**config.mk**
```make
export PLATFORM = sky130hd
export DESIGN_NAME = trls_ctrl
export DESIGN_NICKNAME = d
export VERILOG_FILES = /design/src/rtl/trls_pkg.sv /design/src/rtl/trls_ctrl.sv
export SDC_FILE = /design/constraint.sdc
export NUM_CORES = 1
export LEC_CHECK = 0
export ABC_AREA = 1
export BUFFER_PORTS_ARGS = -buffer_cell sky130_fd_sc_hd__buf_2
export CAP_MARGIN = 40
export CORE_AREA = 4 4 41 43
export CTS_CLUSTER_SIZE = 12
export DETAILED_ROUTE_END_ITERATION = 16
export DIE_AREA = 0 0 45 47
export GPL_ROUTABILITY_DRIVEN = 0
export PLACE_DENSITY = 0.63
export SETUP_SLACK_MARGIN = 0.02
export SYNTH_ARGS = -nofsm -noshare
export SYNTH_HDL_FRONTEND = slang
export SYNTH_SLANG_ARGS = --single-unit
```
**constraint.sdc**
```tcl
create_clock -name clk -period 1.8 [get_ports clk]
set_input_delay 0.18 -clock clk [delete_from_list [all_inputs] [get_ports clk]]
set_output_delay 0.18 -clock clk [all_outputs]
set_load 0.02 [all_outputs]
```
**src/rtl/trls_pkg.sv**
```systemverilog
package trls_pkg;

    // default configuration
    localparam int DEPTH_DEF         = 32;
    localparam int PAYLOAD_WIDTH_DEF = 64;
    localparam int STREAMS_DEF       = 4;

    // fixed field widths
    localparam int OP_W     = 2;
    localparam int STREAM_W = 2;
    localparam int STAMP_W  = 32;
    localparam int LIMIT_W  = 6;
    localparam int KIND_W   = 2;

    // operation codes
    localparam logic [OP_W-1:0] OP_SAVE  = 2'd0;
    localparam logic [OP_W-1:0] OP_DUMP  = 2'd1;
    localparam logic [OP_W-1:0] OP_RANGE = 2'd2;
    localparam logic [OP_W-1:0] OP_CLEAR = 2'd3;

    // result kinds
    localparam logic [KIND_W-1:0] KIND_ACK   = 2'd0;
    localparam logic [KIND_W-1:0] KIND_ENTRY = 2'd1;
    localparam logic [KIND_W-1:0] KIND_DONE  = 2'd2;
    localparam logic [KIND_W-1:0] KIND_RANGE = 2'd3;

    // controller to datapath commands
    typedef struct packed {
        logic              latch;
        logic              save;
        logic              clear;
        logic              scan_init;
        logic              rd;
        logic              eval_range;
        logic              out_load;
        logic [KIND_W-1:0] out_kind;
    } cmd_t;

    // datapath to controller status
    typedef struct packed {
        logic [OP_W-1:0] op;
        logic            ok;
        logic            limit_zero;
        logic            hit;
        logic            scan_end;
        logic            count_hit;
    } sts_t;

endpackage

```
**src/rtl/trls_ctrl.sv**
```systemverilog
module trls_ctrl (
    input  logic           clk,
    input  logic           rst_n,
    input  logic           in_valid,
    output logic           in_ready,
    output logic           out_valid,
    input  logic           out_ready,
    input  trls_pkg::sts_t sts,
    output trls_pkg::cmd_t cmd
);
    import trls_pkg::*;

    typedef enum logic [2:0] {
        S_IDLE,
        S_START,
        S_ACK,
        S_RD,
        S_EV,
        S_EMIT,
        S_FINAL
    } state_t;

    state_t state_reg;
    state_t state_next;
    logic   out_valid_reg;
    logic   out_free;

    assign out_free  = !out_valid_reg || out_ready;
    assign in_ready  = (state_reg == S_IDLE);
    assign out_valid = out_valid_reg;

    // command decode and next state
    always_comb
    begin
        cmd        = '0;
        state_next = state_reg;
        unique case (state_reg)
            S_IDLE:
            begin
                cmd.latch = in_valid;
                if (in_valid)
                begin
                    state_next = S_START;
                end
            end
            S_START:
            begin
                unique case (sts.op)
                    OP_SAVE:
                    begin
                        cmd.save   = sts.ok;
                        state_next = S_ACK;
                    end
                    OP_CLEAR:
                    begin
                        cmd.clear  = 1'b1;
                        state_next = S_ACK;
                    end
                    OP_DUMP:
                    begin
                        cmd.scan_init = 1'b1;
                        state_next    = (!sts.ok || sts.limit_zero) ? S_FINAL : S_RD;
                    end
                    default:
                    begin
                        cmd.scan_init = 1'b1;
                        state_next    = !sts.ok ? S_FINAL : S_RD;
                    end
                endcase
            end
            S_ACK:
            begin
                if (out_free)
                begin
                    cmd.out_load = 1'b1;
                    cmd.out_kind = KIND_ACK;
                    state_next   = S_IDLE;
                end
            end
            S_RD:
            begin
                cmd.rd     = 1'b1;
                state_next = S_EV;
            end
            S_EV:
            begin
                if (sts.op == OP_RANGE)
                begin
                    cmd.eval_range = 1'b1;
                    state_next     = sts.scan_end ? S_FINAL : S_RD;
                end
                else if (sts.hit)
                begin
                    state_next = S_EMIT;
                end
                else
                begin
                    state_next = sts.scan_end ? S_FINAL : S_RD;
                end
            end
            S_EMIT:
            begin
                if (out_free)
                begin
                    cmd.out_load = 1'b1;
                    cmd.out_kind = KIND_ENTRY;
                    state_next   = (sts.count_hit || sts.scan_end) ? S_FINAL : S_RD;
                end
            end
            S_FINAL:
            begin
                if (out_free)
                begin
                    cmd.out_load = 1'b1;
                    cmd.out_kind = (sts.op == OP_DUMP) ? KIND_DONE : KIND_RANGE;
                    state_next   = S_IDLE;
                end
            end
            default:
            begin
                state_next = S_IDLE;
            end
        endcase
    end

    // state and output valid
    always_ff @(posedge clk or negedge rst_n)
    begin
        if (!rst_n)
        begin
            state_reg     <= S_IDLE;
            out_valid_reg <= 1'b0;
        end
        else
        begin
            state_reg <= state_next;
            if (cmd.out_load)
            begin
                out_valid_reg <= 1'b1;
            end
            else if (out_ready)
            begin
                out_valid_reg <= 1'b0;
            end
        end
    end

    // busy right after taking a word
    a_busy_after_accept: assert property (@(posedge clk) disable iff (!rst_n)
        in_valid && in_ready |=> !in_ready)
        else $error("input taken twice in a row");

    // output register is only overwritten once free
    a_no_overwrite: assert property (@(posedge clk) disable iff (!rst_n)
        cmd.out_load |-> (!out_valid_reg || out_ready))
        else $error("output word overwritten before taken");

    // a dump entry is never the closing word
    a_entry_not_last: assert property (@(posedge clk) disable iff (!rst_n)
        cmd.out_load && cmd.out_kind == KIND_ENTRY |=> state_reg != S_IDLE)
        else $error("returned to idle after a dump entry");

endmodule
```
==> flow_metrics.tcl <==
set metrics [dict create \
    run_status "completed" \
    cp_slowest_stage_delay_ns 0.48 \
    ios 22 \
    hp-class "primary input to flip-flop" \
    design_area_um2 642 \
    arrival_ns 1.43 \
    slew_viol_final 0 \
    grt_pass1_wl_um 1980 \
    dp_hpwl_um 931 \
    relSlewSlack 0.783 \
    path_class "flip-flop to output port" \
    hold_slack_ns 0.248 \
    seq_area_um2 100 \
    hold_depth 4 \
    fp-row-count 13 \
    synth_nets 94 \
    end_kind "output port" \
    fin_skew_ns 0.000987 \
    grtUsageTotal 0.127 \
    worst_path_most_repeated_cell "nor2_1" \
    synth_area_per_cell_um2 6.19 \
    dpl_cell_area_um2 609 \
    io_buffers 21 \
    start_util 0.376 \
    yosysWarnings 0 \
    first_global_vias 487 \
    yosysSeqAreaShare 0.205 \
    layout_common_cells "buf_2, nand2_1, inv_1" \
    wl_per_cell_um 9.43 \
    grt-ovfl-total 0 \
    cts_tree "done" \
    firstDrtPassIters 4 \
    cts_buffers 3 \
    finalHoldViolCount 0 \
    h-tree-depth 1 \
    synth_cell_types 21 \
    cp-start-kind "flip-flop" \
    netlist_instances 79 \
    vias_per_cell 4.34 \
    clkLatencyLatePin_ns 0.24 \
    post-route-min-period_ns 1.61 \
    antenna_left 0 \
    syn_area_um2 489 \
    clk_pin_slew_ns 0.04 \
    worst_ep_required_time_ns 1.62 \
    fin_tns_setup_ns 0 \
    cts_resized 0 \
    worst_pin_slew_ns 0.325 \
    clockRootBuffer "clkbuf_4" \
    clock_tree.buffer_depth 2 \
    utilization 0.493 \
    drc 0 \
    cp_max_fo 8 \
    fin_cells 119 \
    cp_cell_sequence "clkinv_2 > nand2_1 > nor2_1 > inv_1 > nor2_1 > buf_2" \
    multi_input_area_um2 313 \
    finalCritPeriodShare 0.895 \
    nFillCells 140 \
    finalNetCount 121 \
    drive_gt1_frac 0.346 \
    placed_cells 115 \
    synth_top_area_frac 0.205 \
    reg2reg_depth 7 \
    setup_violations 0 \
    die_y_um 47 \
    ys_seq_elements 4 \
    fmax_ghz 0.621 \
    drt_iter0_drc 15 \
    yosys-top-cells-area "dfrtp_1, nand2_1, inv_1, ha_1, nor2_1" \
    crit_slowest_cell "dfrtp_1" \
    mostFrequentLayoutCell "buf_2" \
    rsz0062_at_grt "false" \
    drv_cap 0 \
    design.core.area_mm2 0.00130 \
    p_leak_nw 0.401 \
    dieArea_mm2 0.00212 \
    area_growth_pct 31.2 \
    yosysTopAreaCell "dfrtp_1" \
    diodes 0 \
    num_vias 516 \
    die_w_um 45 \
    grt_antenna_before_repair 0 \
    power_density_mw_per_mm2 1400 \
    grt_max_degree 9 \
    ir_worst_vdd_uv 800 \
    post_cts_buffers 0 \
    clock_sinks 4 \
    drt_wl_total_um 1120 \
    largest_reg_flops 3 \
]
stage by stage:
step / total power, mW / setup WS (ns)
global route: 1.00 / 0.0657
floorplan: 0.651 / 0.501
finish: 0.902 / 0.189
detailed placement: 0.785 / 0.457
global placement: 0.789 / 0.481
CTS: 0.911 / 0.188
final cells by class:
class / instances / share of cell area
Clock buffer: 3 / 0.0351
Inverter: 17 / 0.101
Multi-Input combinational cell: 57 / 0.487
Sequential cell: 4 / 0.156
Tap cell: 15 / 0.0292
Timing Repair Buffer: 23 / 0.191
worst paths after layout:
path,start,slack [ns],endpoint
max in group asynchronous,rst_n,1.41,state_reg[2]$_DFFE_PN0P_
max reg2reg,state_reg[2]$_DFFE_PN0P_,0.57,state_reg[0]$_DFFE_PN0P_
min,out_ready,0.25,out_valid$_DFFE_PN0P_
min reg2reg,out_valid$_DFFE_PN0P_,0.64,out_valid$_DFFE_PN0P_
max,state_reg[2]$_DFFE_PN0P_,0.19,cmd[5]
min in group asynchronous,rst_n,0.28,state_reg[0]$_DFFE_PN0P_
worst max-delay path, delay by kind of cell (launching register included):
kind	cells	cell delay, ns
buf+inv	3	0.38
flops	1	0.48
simple gates	3	0.32
synthesized netlist by cell type (all sizes together):
cell     n
nand2   23
o21ai    1
ha       4
o21bai   2
clkinv   1
buf      1
nor3     3
nor2    14
dfrtp    4
and3     1
nand3    6
a21oi    1
o22ai    1
inv     16
a31oi    1
power by group:
group | total, mW | internal (mW) | switching [mW]
Clock | 0.114 | 0.0747 | 0.0392
Combinational | 0.592 | 0.213 | 0.379
Sequential | 0.196 | 0.133 | 0.0624
Total | 0.902 | 0.421 | 0.481
logic make-up (layout without fill, tap and decap cells):
| group | count (synthesis) | count (layout) | synth area share |
|---|---|---|---|
| buffers and inverters | 18 | 43 | 0.156 |
| AO/OA/AOI/OAI | 6 | 6 | 0.0767 |
| AND/OR/NAND/NOR | 47 | 47 | 0.460 |
| adder cells (fa/ha/maj) | 4 | 4 | 0.102 |
| flip-flops | 4 | 4 | 0.205 |
per-layer routing:
layer / part of all wire / GRT usage / routed length, um / vias to the layer above
met5: 0 / 0 / 0 / -
met4: 0 / 0.0351 / 0 / 0
met3: 0.045 / 0.0460 / 50 / 0
met2: 0.44 / 0.201 / 499 / 13
met1: 0.51 / 0.165 / 571 / 210
li1: - / - / - / 293
what timing repair did:
item,4_1_cts,5_1_grt
endpoints found under the hold margin,4,0
hold buffers,1,0
setup endpoints to repair,0,0
Power figures use the tool's default switching activity.
